`src/tlg_pkg.sv`:
```
`timescale 1ns / 1ps
`default_nettype none

package tlg_pkg;

  localparam int CMD_W = 2;
  localparam int ROW_W = 4;
  localparam int COL_W = 4;

  localparam logic [CMD_W-1:0] CMD_WRITE = 2'd0;
  localparam logic [CMD_W-1:0] CMD_STEP  = 2'd1;
  localparam logic [CMD_W-1:0] CMD_READ  = 2'd2;

  localparam logic [3:0] BIRTH_CNT = 4'd3;
  localparam logic [3:0] KEEP_CNT  = 4'd2;

  typedef enum logic [1:0] {
    OP_WRITE,
    OP_STEP,
    OP_READ
  } op_t;

  typedef enum logic [1:0] {
    ST_IDLE,
    ST_CELL,
    ST_SWEEP,
    ST_DONE
  } state_t;

  typedef struct packed {
    op_t              op;
    logic [ROW_W-1:0] row;
    logic [COL_W-1:0] col;
    logic             cell_val;
    logic             on_grid;
  } item_t;

endpackage

`default_nettype wire

```
`src/tlg_if.sv`:
```
`timescale 1ns / 1ps
`default_nettype none

interface tlg_in_if;
  logic                       valid;
  logic                       ready;
  logic [tlg_pkg::CMD_W-1:0]  cmd;
  logic [tlg_pkg::ROW_W-1:0]  row;
  logic [tlg_pkg::COL_W-1:0]  col;
  logic                       cell_in;

  modport source (output valid, cmd, row, col, cell_in, input ready);
  modport sink (input valid, cmd, row, col, cell_in, output ready);
endinterface

interface tlg_out_if;
  logic valid;
  logic ready;
  logic cell_out;

  modport source (output valid, cell_out, input ready);
  modport sink (input valid, cell_out, output ready);
endinterface

`default_nettype wire

```
`src/tlg_front.sv`:
```
`timescale 1ns / 1ps
`default_nettype none

module tlg_front #(
  parameter int GRID_SIZE = 16
) (
  input  wire logic      clk,
  input  wire logic      rst_n,
  tlg_in_if.sink         in_if,
  output tlg_pkg::item_t q_item,
  output logic           q_valid,
  input  wire logic      q_ready
);

  tlg_pkg::item_t slot_r [2];
  logic           wr_ptr_r, wr_ptr_nxt;
  logic           rd_ptr_r, rd_ptr_nxt;
  logic [1:0]     cnt_r, cnt_nxt;
  tlg_pkg::item_t new_item;
  logic           push;
  logic           pop;

  always_comb begin
    new_item.row      = in_if.row;
    new_item.col      = in_if.col;
    new_item.cell_val = in_if.cell_in;
    new_item.on_grid  = (32'(in_if.row) < GRID_SIZE) && (32'(in_if.col) < GRID_SIZE);
    case (in_if.cmd)
      tlg_pkg::CMD_WRITE: new_item.op = tlg_pkg::OP_WRITE;
      tlg_pkg::CMD_STEP:  new_item.op = tlg_pkg::OP_STEP;
      default:            new_item.op = tlg_pkg::OP_READ;
    endcase
  end

  assign in_if.ready = (cnt_r != 2'd2);
  assign q_valid     = (cnt_r != 2'd0);
  assign q_item      = slot_r[rd_ptr_r];
  assign push        = in_if.valid && in_if.ready;
  assign pop         = q_valid && q_ready;

  always_comb begin
    wr_ptr_nxt = push ? !wr_ptr_r : wr_ptr_r;
    rd_ptr_nxt = pop ? !rd_ptr_r : rd_ptr_r;
    cnt_nxt    = cnt_r + 2'(push) - 2'(pop);
  end

  always_ff @(posedge clk) begin
    if (!rst_n) begin
      wr_ptr_r <= 1'b0;
      rd_ptr_r <= 1'b0;
      cnt_r    <= 2'd0;
    end else begin
      wr_ptr_r <= wr_ptr_nxt;
      rd_ptr_r <= rd_ptr_nxt;
      cnt_r    <= cnt_nxt;
    end
  end

  always_ff @(posedge clk) begin
    if (push) begin
      slot_r[wr_ptr_r] <= new_item;
    end
  end

endmodule

`default_nettype wire

```
`src/tlg_back.sv`:
```
`timescale 1ns / 1ps
`default_nettype none

module tlg_back #(
  parameter int GRID_SIZE = 16
) (
  input  wire logic           clk,
  input  wire logic           rst_n,
  input  wire tlg_pkg::item_t q_item,
  input  wire logic           q_valid,
  output logic                q_ready,
  tlg_out_if.source           out_if
);

  localparam int AW = $clog2(GRID_SIZE);
  localparam int CW = $clog2(GRID_SIZE + 3);
  localparam logic [CW-1:0] K_ONE   = CW'(1);
  localparam logic [CW-1:0] K_TWO   = CW'(2);
  localparam logic [CW-1:0] K_THREE = CW'(3);
  localparam logic [CW-1:0] K_RDMAX = CW'(GRID_SIZE);
  localparam logic [CW-1:0] K_LAST  = CW'(GRID_SIZE + 2);

  logic [GRID_SIZE-1:0] mem [GRID_SIZE];
  logic [GRID_SIZE-1:0] rd_data_r;
  logic                 rd_ok_r;
  logic [GRID_SIZE-1:0] row_ok_r;

  tlg_pkg::state_t      state_r, state_nxt;
  tlg_pkg::item_t       item_r, item_nxt;
  logic [CW-1:0]        k_r, k_nxt;
  logic [GRID_SIZE-1:0] up_r, up_nxt;
  logic [GRID_SIZE-1:0] mid_r, mid_nxt;
  logic [GRID_SIZE-1:0] first_r, first_nxt;
  logic                 res_r, res_nxt;
  logic                 out_valid_r, out_valid_nxt;
  logic                 out_cell_r, out_cell_nxt;

  logic                 rd_en;
  logic [AW-1:0]        rd_addr;
  logic                 wr_en;
  logic [AW-1:0]        wr_addr;
  logic [GRID_SIZE-1:0] wr_data;
  logic [GRID_SIZE-1:0] rd_row;
  logic [GRID_SIZE-1:0] down_row;
  logic [GRID_SIZE-1:0] new_row;
  logic [AW-1:0]        item_row;
  logic [AW-1:0]        item_col;
  logic                 slot_free;

  // A row that has never been written reads as all dead.
  assign rd_row    = rd_ok_r ? rd_data_r : '0;
  assign down_row  = (k_r == K_LAST) ? first_r : rd_row;
  assign item_row  = AW'(item_r.row);
  assign item_col  = AW'(item_r.col);
  assign slot_free = !out_valid_r || out_if.ready;

  assign out_if.valid    = out_valid_r;
  assign out_if.cell_out = out_cell_r;

  for (genvar c = 0; c < GRID_SIZE; c++) begin : g_col
    localparam int CL = (c == 0) ? GRID_SIZE - 1 : c - 1;
    localparam int CR = (c == GRID_SIZE - 1) ? 0 : c + 1;
    logic [3:0] cnt;
    assign cnt = 4'(up_r[CL]) + 4'(up_r[c]) + 4'(up_r[CR]) + 4'(mid_r[CL]) + 4'(mid_r[CR])
               + 4'(down_row[CL]) + 4'(down_row[c]) + 4'(down_row[CR]);
    assign new_row[c] = (cnt == tlg_pkg::BIRTH_CNT) || (mid_r[c] && (cnt == tlg_pkg::KEEP_CNT));
  end

  always_comb begin
    state_nxt     = state_r;
    item_nxt      = item_r;
    k_nxt         = k_r;
    up_nxt        = up_r;
    mid_nxt       = mid_r;
    first_nxt     = first_r;
    res_nxt       = res_r;
    out_valid_nxt = out_valid_r;
    out_cell_nxt  = out_cell_r;
    rd_en         = 1'b0;
    rd_addr       = '0;
    wr_en         = 1'b0;
    wr_addr       = '0;
    wr_data       = rd_row;
    q_ready       = 1'b0;

    if (out_valid_r && out_if.ready) begin
      out_valid_nxt = 1'b0;
    end

    case (state_r)
      tlg_pkg::ST_IDLE: begin
        q_ready = 1'b1;
        if (q_valid) begin
          item_nxt = q_item;
          res_nxt  = 1'b0;
          if (q_item.op == tlg_pkg::OP_STEP) begin
            rd_en     = 1'b1;
            rd_addr   = AW'(GRID_SIZE - 1);
            k_nxt     = K_ONE;
            state_nxt = tlg_pkg::ST_SWEEP;
          end else begin
            rd_en     = q_item.on_grid;
            rd_addr   = AW'(q_item.row);
            state_nxt = tlg_pkg::ST_CELL;
          end
        end
      end
      tlg_pkg::ST_CELL: begin
        if (item_r.on_grid) begin
          if (item_r.op == tlg_pkg::OP_WRITE) begin
            wr_en             = 1'b1;
            wr_addr           = item_row;
            wr_data[item_col] = item_r.cell_val;
            res_nxt           = item_r.cell_val;
          end else begin
            res_nxt = rd_row[item_col];
          end
        end
        state_nxt = tlg_pkg::ST_DONE;
      end
      tlg_pkg::ST_SWEEP: begin
        // Rows are fetched one ahead of the row being rewritten; the old
        // top row is kept aside as the lower neighbour of the bottom row.
        if (k_r <= K_RDMAX) begin
          rd_en   = 1'b1;
          rd_addr = AW'(k_r - K_ONE);
        end
        if (k_r == K_ONE) begin
          up_nxt = rd_row;
        end else if (k_r == K_TWO) begin
          mid_nxt   = rd_row;
          first_nxt = rd_row;
        end else begin
          wr_en   = 1'b1;
          wr_addr = AW'(k_r - K_THREE);
          wr_data = new_row;
          up_nxt  = mid_r;
          mid_nxt = down_row;
          if (item_r.on_grid && (wr_addr == item_row)) begin
            res_nxt = new_row[item_col];
          end
        end
        if (k_r == K_LAST) begin
          state_nxt = tlg_pkg::ST_DONE;
        end else begin
          k_nxt = k_r + K_ONE;
        end
      end
      tlg_pkg::ST_DONE: begin
        if (slot_free) begin
          out_valid_nxt = 1'b1;
          out_cell_nxt  = res_r;
          state_nxt     = tlg_pkg::ST_IDLE;
        end
      end
      default: begin
        state_nxt = tlg_pkg::ST_IDLE;
      end
    endcase
  end

  always_ff @(posedge clk) begin
    if (!rst_n) begin
      state_r     <= tlg_pkg::ST_IDLE;
      out_valid_r <= 1'b0;
      k_r         <= '0;
      row_ok_r    <= '0;
      rd_ok_r     <= 1'b0;
    end else begin
      state_r     <= state_nxt;
      out_valid_r <= out_valid_nxt;
      k_r         <= k_nxt;
      if (wr_en) begin
        row_ok_r[wr_addr] <= 1'b1;
      end
      if (rd_en) begin
        rd_ok_r <= row_ok_r[rd_addr];
      end
    end
  end

  always_ff @(posedge clk) begin
    item_r     <= item_nxt;
    up_r       <= up_nxt;
    mid_r      <= mid_nxt;
    first_r    <= first_nxt;
    res_r      <= res_nxt;
    out_cell_r <= out_cell_nxt;
  end

  always_ff @(posedge clk) begin
    if (rd_en) begin
      rd_data_r <= mem[rd_addr];
    end
    if (wr_en) begin
      mem[wr_addr] <= wr_data;
    end
  end

endmodule

`default_nettype wire

```
`src/toroidal_life_grid_step_unit.sv`:
```
// A read or write word goes through states CELL and DONE, a step through SWEEP and
// DONE, before its result is registered on out_if.
// The back end takes one word at a time; a two-entry queue in front holds further words.
// A step reads and rewrites the row memory one row per cycle.
// Reset: synchronous, active low; per-row valid flags make the grid read as all dead.
`timescale 1ns / 1ps
`default_nettype none

module toroidal_life_grid_step_unit #(
  parameter int GRID_SIZE = 16
) (
  input wire logic  clk,
  input wire logic  rst_n,
  tlg_in_if.sink    in_if,
  tlg_out_if.source out_if
);

  tlg_pkg::item_t q_item;
  logic           q_valid;
  logic           q_ready;

  tlg_front #(
    .GRID_SIZE(GRID_SIZE)
  ) u_front (
    .clk    (clk),
    .rst_n  (rst_n),
    .in_if  (in_if),
    .q_item (q_item),
    .q_valid(q_valid),
    .q_ready(q_ready)
  );

  tlg_back #(
    .GRID_SIZE(GRID_SIZE)
  ) u_back (
    .clk    (clk),
    .rst_n  (rst_n),
    .q_item (q_item),
    .q_valid(q_valid),
    .q_ready(q_ready),
    .out_if (out_if)
  );

endmodule

`default_nettype wire

```
`src/flat_wrapper.sv`:
```
// flat-port wrapper written by rule: the top's interface ports become plain ports
module toroidal_life_grid_step_unit_flat 
#(
  parameter int GRID_SIZE = 16
)
  (clk, rst_n, in_if_valid, in_if_cmd, in_if_row, in_if_col, in_if_cell_in, in_if_ready, out_if_valid, out_if_cell_out, out_if_ready);
  tlg_in_if in_if_i ();
  tlg_out_if out_if_i ();
  input wire logic clk;
  input wire logic rst_n;
  input wire logic [$bits(in_if_i.valid)-1:0] in_if_valid;
  input wire logic [$bits(in_if_i.cmd)-1:0] in_if_cmd;
  input wire logic [$bits(in_if_i.row)-1:0] in_if_row;
  input wire logic [$bits(in_if_i.col)-1:0] in_if_col;
  input wire logic [$bits(in_if_i.cell_in)-1:0] in_if_cell_in;
  output wire logic [$bits(in_if_i.ready)-1:0] in_if_ready;
  output wire logic [$bits(out_if_i.valid)-1:0] out_if_valid;
  output wire logic [$bits(out_if_i.cell_out)-1:0] out_if_cell_out;
  input wire logic [$bits(out_if_i.ready)-1:0] out_if_ready;
  assign in_if_i.valid = in_if_valid;
  assign in_if_i.cmd = in_if_cmd;
  assign in_if_i.row = in_if_row;
  assign in_if_i.col = in_if_col;
  assign in_if_i.cell_in = in_if_cell_in;
  assign in_if_ready = in_if_i.ready;
  assign out_if_valid = out_if_i.valid;
  assign out_if_cell_out = out_if_i.cell_out;
  assign out_if_i.ready = out_if_ready;
  toroidal_life_grid_step_unit #(.GRID_SIZE(GRID_SIZE)) u_core (.clk(clk), .rst_n(rst_n), .in_if(in_if_i), .out_if(out_if_i));
endmodule
```
`config.mk`:
```
export PLATFORM = sky130hd
export DESIGN_NAME = toroidal_life_grid_step_unit_flat
export DESIGN_NICKNAME = d
export VERILOG_FILES = /design/src/tlg_pkg.sv /design/src/tlg_if.sv /design/src/tlg_front.sv /design/src/tlg_back.sv /design/src/toroidal_life_grid_step_unit.sv /design/src/flat_wrapper.sv
export SDC_FILE = /design/constraint.sdc
export NUM_CORES = 1
export LEC_CHECK = 0
export ABC_AREA = 0
export BUFFER_PORTS_ARGS = -buffer_cell sky130_fd_sc_hd__buf_2
export CAP_MARGIN = 20
export CORE_ASPECT_RATIO = 1.1
export CORE_MARGIN = 1.5
export CORE_UTILIZATION = 49
export CTS_BUF_LIST = sky130_fd_sc_hd__clkbuf_8
export DETAILED_ROUTE_END_ITERATION = 8
export HOLD_SLACK_MARGIN = 0.05
export PLACE_DENSITY = 0.67
export SYNTH_ARGS = -nofsm -noshare
export SYNTH_HDL_FRONTEND = slang
export SYNTH_SLANG_ARGS = --single-unit
```
`constraint.sdc`:
```
create_clock -name clk -period 4.8 [get_ports clk]
set_input_delay 0.72 -clock clk [delete_from_list [all_inputs] [get_ports clk]]
set_output_delay 0.72 -clock clk [all_outputs]
set_load 0.05 [all_outputs]
```
After elaboration in Yosys (flattened, before gate mapping) --
Memories as Yosys holds them, arrays and structs flattened. A register that Yosys moved wholly into a read port is not among the register bits. Cells that the tools add are included.
Storage, ports and cells: bits in registers 91, latch bits 0, RAM bits 278, ROM bits 0, input port bits 15, logic and storage cells 319, memories kept 2
Memories:
- u_core.u_back.mem | depth 16, bits a word 16, read ports 1, clocked after memory_dff 1, wr ports 1, RTL line tlg_back.sv:23 | logic [GRID_SIZE-1:0] mem [GRID_SIZE];
- u_core.u_front.slot_r | depth 2, bits a word 11, read ports 1, clocked after memory_dff 1, wr ports 1, RTL line tlg_front.sv:15 | tlg_pkg::item_t slot_r [2];
Operators by class: $add $sub $neg 117, multiply operators 0, div/mod/pow operators 0, magnitude comparators 6, equality and inequality tests 52, shifts and indexed selects 0, multiplexer cells 66, bitwise operators 2, reductions and logical operators 56
Operators by type and width (number):
- adder 4 x 1 -> 4 bit | 64
- 2-to-1 mux 16 bit | 9
- == test 4 x 2 -> 1 bit (second input constant) | 32
- adder 3 x 1 -> 4 bit | 16
- adder 2 x 1 -> 3 bit | 16
- adder 1 x 1 -> 2 bit | 16
- case mux 16 bit (2 select lines) | 1
- 2-to-1 mux 1 bit | 28
- 2-to-1 mux 4 bit | 7
- logical AND 1 bit | 22
- inequality test 2 bit (second input constant) | 10
- logical OR 1 bit | 17
- bitwise mux 16 bit | 1
- bitwise OR 16 bit | 1
- case mux 4 bit (2 select lines) | 2
- < comparator 4 x 5 -> 1 bit (second input constant) | 3
- 2-to-1 mux 5 bit | 3
- binary-select mux 1 bit (select 4 bit) | 3
- case mux 5 bit (2 select lines) | 1
- demux 1 bit (select 4 bit) | 2
- >= comparator 4 x 1 -> 1 bit (second input constant) | 2
- 2-to-1 mux 2 bit | 4
- case mux 2 bit (4 select lines) | 1
- AND reduction 2 bit | 4
- 24 further kinds | 34

Depth between registers and ports, before layout --
depth after elaboration 16, depth in mapped cells 21, gate-level depth less buffers 18

Modules after synthesis --
A second synthesis with hierarchy kept.
Second synthesis, totals: cell total of the unflattened synthesis 1323, area total of the unflattened synthesis 18768.0 um^2
Modules (own cells, without submodules):
- tlg_back | instances 1, cells an instance 1256, area an instance 17694.5 um^2, seq. area each 10530.1 um^2
- tlg_front | instances 1, cells an instance 67, area an instance 1073.5 um^2, seq. area each 760.7 um^2

Least setup slack after synthesis --
Ideal clock, no wire load.
path kind register to register, start point register u_core.u_back.k_r[0], end point memory u_core.u_back.mem[0][8], data pin, setup time 302 ps, arrival time 4565 ps, required time 4498 ps, setup slack -66 ps, cell stages (with the launch flop) 18, buffers on the path 3, period minus slack after synthesis 4866 ps, cell sequence dfxtp_1 -> buf_2 -> inv_1 -> ha_1 -> and4bb_2 -> clkbuf_1 -> clkbuf_1 -> nand2_1 -> o21ai_0 -> inv_1 -> fa_1 -> inv_1 -> fa_1 -> ha_1 -> fa_1 -> o21ai_0 -> o32a_1 -> o221ai_1
On the way: word-level cells in the longest chain between the ends 11, elaborated cells between the ends (all ways) 14
Ends and longest elaborated chain:
- from (decl) | RTL line tlg_back.sv:30 | logic [CW-1:0] k_r, k_nxt;
- from (signal assigned) | RTL line tlg_back.sv:172 | k_r <= k_nxt;
- == test 5 bit | RTL line tlg_back.sv:52 | assign down_row = (k_r == K_LAST) ? first_r : rd_row;
- 2-to-1 mux 16 bit | RTL line tlg_back.sv:52
- adder 4 x 1 -> 4 bit (3 in a row) | RTL line tlg_back.sv:65 | + 4'(down_row[CL]) + 4'(down_row[c]) + 4'(down_row[CR]);
- == test 4 x 2 -> 1 bit | RTL line tlg_back.sv:66 | assign new_row[c] = (cnt == tlg_pkg::BIRTH_CNT) || (mid_r[c] && (cnt == tlg_pkg::KEEP_CNT));
- logical AND 1 bit | RTL line tlg_back.sv:66
- logical OR 1 bit | RTL line tlg_back.sv:66
- 2-to-1 mux 16 bit | RTL line tlg_back.sv:130 | end else if (k_r == K_TWO) begin
- 2-to-1 mux 16 bit * | RTL line tlg_back.sv:128 | if (k_r == K_ONE) begin
- case mux 16 bit (2 select lines) * | RTL line tlg_back.sv:90 | case (state_r)
- named net u_core.u_back.wr_data[8] | RTL line tlg_back.sv:42 | logic [GRID_SIZE-1:0] wr_data;
- to (decl) | RTL line tlg_back.sv:23
The timed path passes the listed nets; every way through them passes the cells marked *.

Worst setup path after layout --
start point register u_core.u_back.k_r[0], end point memory u_core.u_back.mem[0][11], data pin
Same word-level chain as after synthesis.

==> impl_metrics.py <==
metrics = {
    "status": {
        "outcome": "completed",
    },
    "pwr": {
        "power_frac_seq_pct": 34.5,
        "ir_drop_mv": 0.747,
        "p_comb_share_pct": 47.2,
        "power.share.switching_pct": 41.8,
        "leakage_nw": 8.24,
        "pwr-share-clk_pct": 18.4,
        "powerDensity_nw_per_um2": 629,
        "p_int_w": 0.00777,
        "p_sw_w": 0.00557,
    },
    "timing": {
        "finalHoldViolCount": 0,
        "worst_pin_slew_ps": 1060,
        "max_slew_margin_pct": 29.4,
        "fin_worst_skew_ps": 21.8,
        "min_period_over_period_pct": 96.9,
        "rsz0062_at_grt": "false",
        "fin_tns_setup_ps": 0,
        "max_freq_ghz": 0.215,
        "setup_viol_count_final": 0,
        "slew_viol_final": 0,
        "min_period_ps": 4650,
    },
    "route": {
        "vias_per_cell": 5.70,
        "via_count": 12500,
        "drt_iter0_markers": 1109,
        "wl_met1_mm": 19.2,
        "ant_nets": 0,
        "drc_errors": 0,
        "wl_met3_mm": 3.16,
        "drt_wl_total_mm": 45.3,
        "firstDrtPassIters": 7,
        "wl_met2_mm": 21.6,
        "routed.top_layer": "met4",
        "wl_per_cell_um": 20.7,
    },
    "worst_setup_path": {
        "crit_path_end": "u_core.u_back.mem[0][11]",
        "reg2reg_depth": 15,
        "critical_path_class": "register to register",
        "cp-startpoint": "u_core.u_back.k_r[0]",
        "crit_fanout": 20,
        "cp_data_arrival_time_ps": 5000,
        "reg2reg_from": "u_core.u_back.k_r[0]",
        "regToRegSetupSlack_ps": 150,
        "crit_required_ps": 5150,
        "start_kind": "register",
        "r2r_end": "u_core.u_back.mem[0][11]",
        "end_kind": "register",
    },
    "placement": {
        "dp.cells": 2081,
        "port_buffers": 17,
        "hpwl_mm": 29.0,
        "place_congestion": 0.912,
    },
    "cells_and_area": {
        "nNetsFinal": 1783,
        "diodes": 0,
        "finalNonFillerCells": 2193,
        "layout-drive-gt1-share_pct": 12.3,
        "syn_to_final_growth_pct": 10.9,
    },
    "floorplanning": {
        "core_sq_um": 38300,
        "die_area_sq_um": 40200,
        "start_util_pct": 49.9,
        "io_pins": 18,
        "die_w_um": 191,
        "die_y_um": 210,
        "rows": 75,
    },
    "grt": {
        "grt_use_total_pct": 23.0,
        "grt_overflow": 0,
        "grt_first_pass_wirelength_mm": 70.3,
        "antenna_found_initial": 0,
        "first_global_vias": 12300,
        "grt_max_degree": 64,
    },
    "clock_network": {
        "clk_path_buf_depth": 3,
        "worst_skew_pair.late_latency_ps": 630,
        "clkTransAtPathRegs_ps": 70,
        "cts.sinks": 385,
        "cts-buffers-inserted": 58,
        "cts-root-buf": "clkbuf_8",
        "htreeDepth": 2,
        "cts_tree": "yes",
    },
    "yosys": {
        "synthFlopType": "edfxtp_1",
        "synth_edf_count": 355,
        "ys_ff_latch": 385,
        "async_flop_share_pct": 0,
        "synth_cell_types": 70,
        "syn_nets": 1714,
        "yosysSeqAreaShare_pct": 58.9,
        "syn_inst": 1577,
        "netlist_area_sq_um": 19100,
        "yosysWarnings": 0,
        "syn_avg_cell_area_sq_um": 12.1,
    },
    "hold_path": {
        "hold_path_class": "input port to register",
    },
    "job": {
        "maxCapViolCount": 0,
    },
}
==> worst min path at each step <==
| stage | startpoint | end | slack [ps] | depth (start not counted) |
|---|---|---|---|---|
| floorplan | u_core.u_back.res_r | u_core.u_back.out_if.cell_out | 400 | 0 |
| global placement | u_core.u_back.row_ok_r[2] | u_core.u_back.row_ok_r[2] | 450 | 1 |
| detailed placement | u_core.u_back.row_ok_r[2] | u_core.u_back.row_ok_r[2] | 450 | 1 |
| CTS | in_if_row[3] | u_core.u_front.slot_r[0][8] | 240 | 1 |
| global route | in_if_row[3] | u_core.u_front.slot_r[0][8] | 260 | 1 |
| finish | in_if_row[3] | u_core.u_front.slot_r[0][8] | 290 | 1 |
==> cell usage in the layout (no fill, tap or decap), types with 11 or more instances in the layout <==
cell type / synthesis / routed
o21a_1: 24 / 23
a21oi_1: 31 / 29
a32oi_1: 17 / 16
o221ai_1: 19 / 18
nor2_1: 36 / 21
mux2_2: 11 / 11
buf_4: 7 / 60
o22ai_1: 15 / 15
mux2i_1: 56 / 56
o21ai_0: 94 / 88
fa_1: 63 / 63
nand3_1: 85 / 85
nor2_2: 1 / 14
edfxtp_1: 355 / 355
buf_2: 23 / 17
and2_1: 11 / 11
o21ai_1: 22 / 28
clkinv_1: 0 / 17
clkbuf_8: 0 / 59
nand3b_1: 19 / 19
inv_1: 100 / 119
o211ai_1: 11 / 11
dfxtp_1: 30 / 30
ha_1: 59 / 58
nand2_1: 332 / 332
==> cells in the mapped netlist (15+ instances only) <==
cell / n / area [sq um]
nand3_1: 85 / 425
mux2i_1: 56 / 561
o21ai_0: 94 / 470
o221ai_1: 19 / 166
nor2_1: 36 / 135
edfxtp_1: 355 / 10700
o21ai_1: 22 / 110
a21oi_1: 31 / 155
o22ai_1: 15 / 93.8
nand3b_1: 19 / 143
nand2_1: 332 / 1250
o21a_1: 24 / 180
fa_1: 63 / 1260
a32oi_1: 17 / 149
clkbuf_1: 35 / 131
ha_1: 59 / 738
dfxtp_1: 30 / 601
inv_1: 100 / 375
buf_2: 23 / 115
==> routing by layer <==
layer	vias up	track usage [%]
met5	-	0
met4	0	8.05
met3	100	3.43
met2	428	37.1
met1	6111	31.9
li1	5852	-
==> power by group through the flow <==
stage	Combinational, W	Clock (W)	Sequential [W]
floorplan	0.00459	0	0.00447
global placement	0.00604	0	0.00466
detailed placement	0.00621	0	0.00466
CTS	0.00625	0.00251	0.00459
global route	0.00696	0.00264	0.00463
finish	0.00630	0.00245	0.00460
==> kinds of logic (layout without fill, tap and decap cells) <==
group                      count (synthesis)  count (layout)  synth area share (%)
adders and majority gates                122             122                  10.5
and+or+nand+nor                          520             521                  11.9
muxes                                     72              72                  4.17
AOI/OAI and AO/OA                        288             288                  9.84
buffers and inverters                    178             293                  4.23
DFF                                      385             385                  58.9
xor gates and xnor gates                  12              12                 0.550
==> cell type report <==
class / instances / area, sq um
fill: 3196 / 17100
sequential: 385 / 11300
multi-input combinational: 1015 / 7200
clock buffer: 59 / 812
timing repair buffer: 86 / 702
tap: 500 / 626
inverter: 100 / 375
clock inverter: 48 / 236
==> timing repair <==
item | 4_1_cts | 5_1_grt
resized for setup | 0 | 10
setup buffers | 0 | 2
hold buffers | 0 | 0
setup endpoints to repair | 0 | 225
==> state kept, by name, indices dropped and copies added (netlist names), 5 cells and up, named ones only <==
| register | flops |
|---|---|
| u_core.u_back.up_r | 16 |
| u_core.u_back.rd_data_r | 16 |
| u_core.u_front.slot_r | 22 |
| u_core.u_back.mid_r | 16 |
| u_core.u_back.k_r | 5 |
| u_core.u_back.first_r | 16 |
| u_core.u_back.row_ok_r | 16 |
| u_core.u_back.mem | 256 |
==> stage by stage <==
step                      util [%]  worst slack, ps  cell area [sq um]  hold slack (ps)  total power [W]
after global routing          55.4             12.5              21200              256           0.0142
after detailed placement      52.4             79.2              20100              453           0.0109
after floorplan                  -             33.3              19100              400          0.00906
final                         55.4              147              21200              291           0.0133
after global placement        52.3              185              20000              449           0.0107
after CTS                     55.1             39.8              21100              245           0.0134
==> worst max-delay path, cell delays in order, from the launching register on <==
cell	delay, ps
dfxtp_1	350
inv_2	80
ha_2	220
and4bb_4	240
buf_12	160
o21ai_0	270
inv_1	150
fa_1	530
inv_1	60
fa_1	460
ha_1	230
fa_1	380
or2_2	280
a21oi_1	240
a31o_2	230
a221o_1	480
Note: power is estimated with default switching activity, not from simulation.
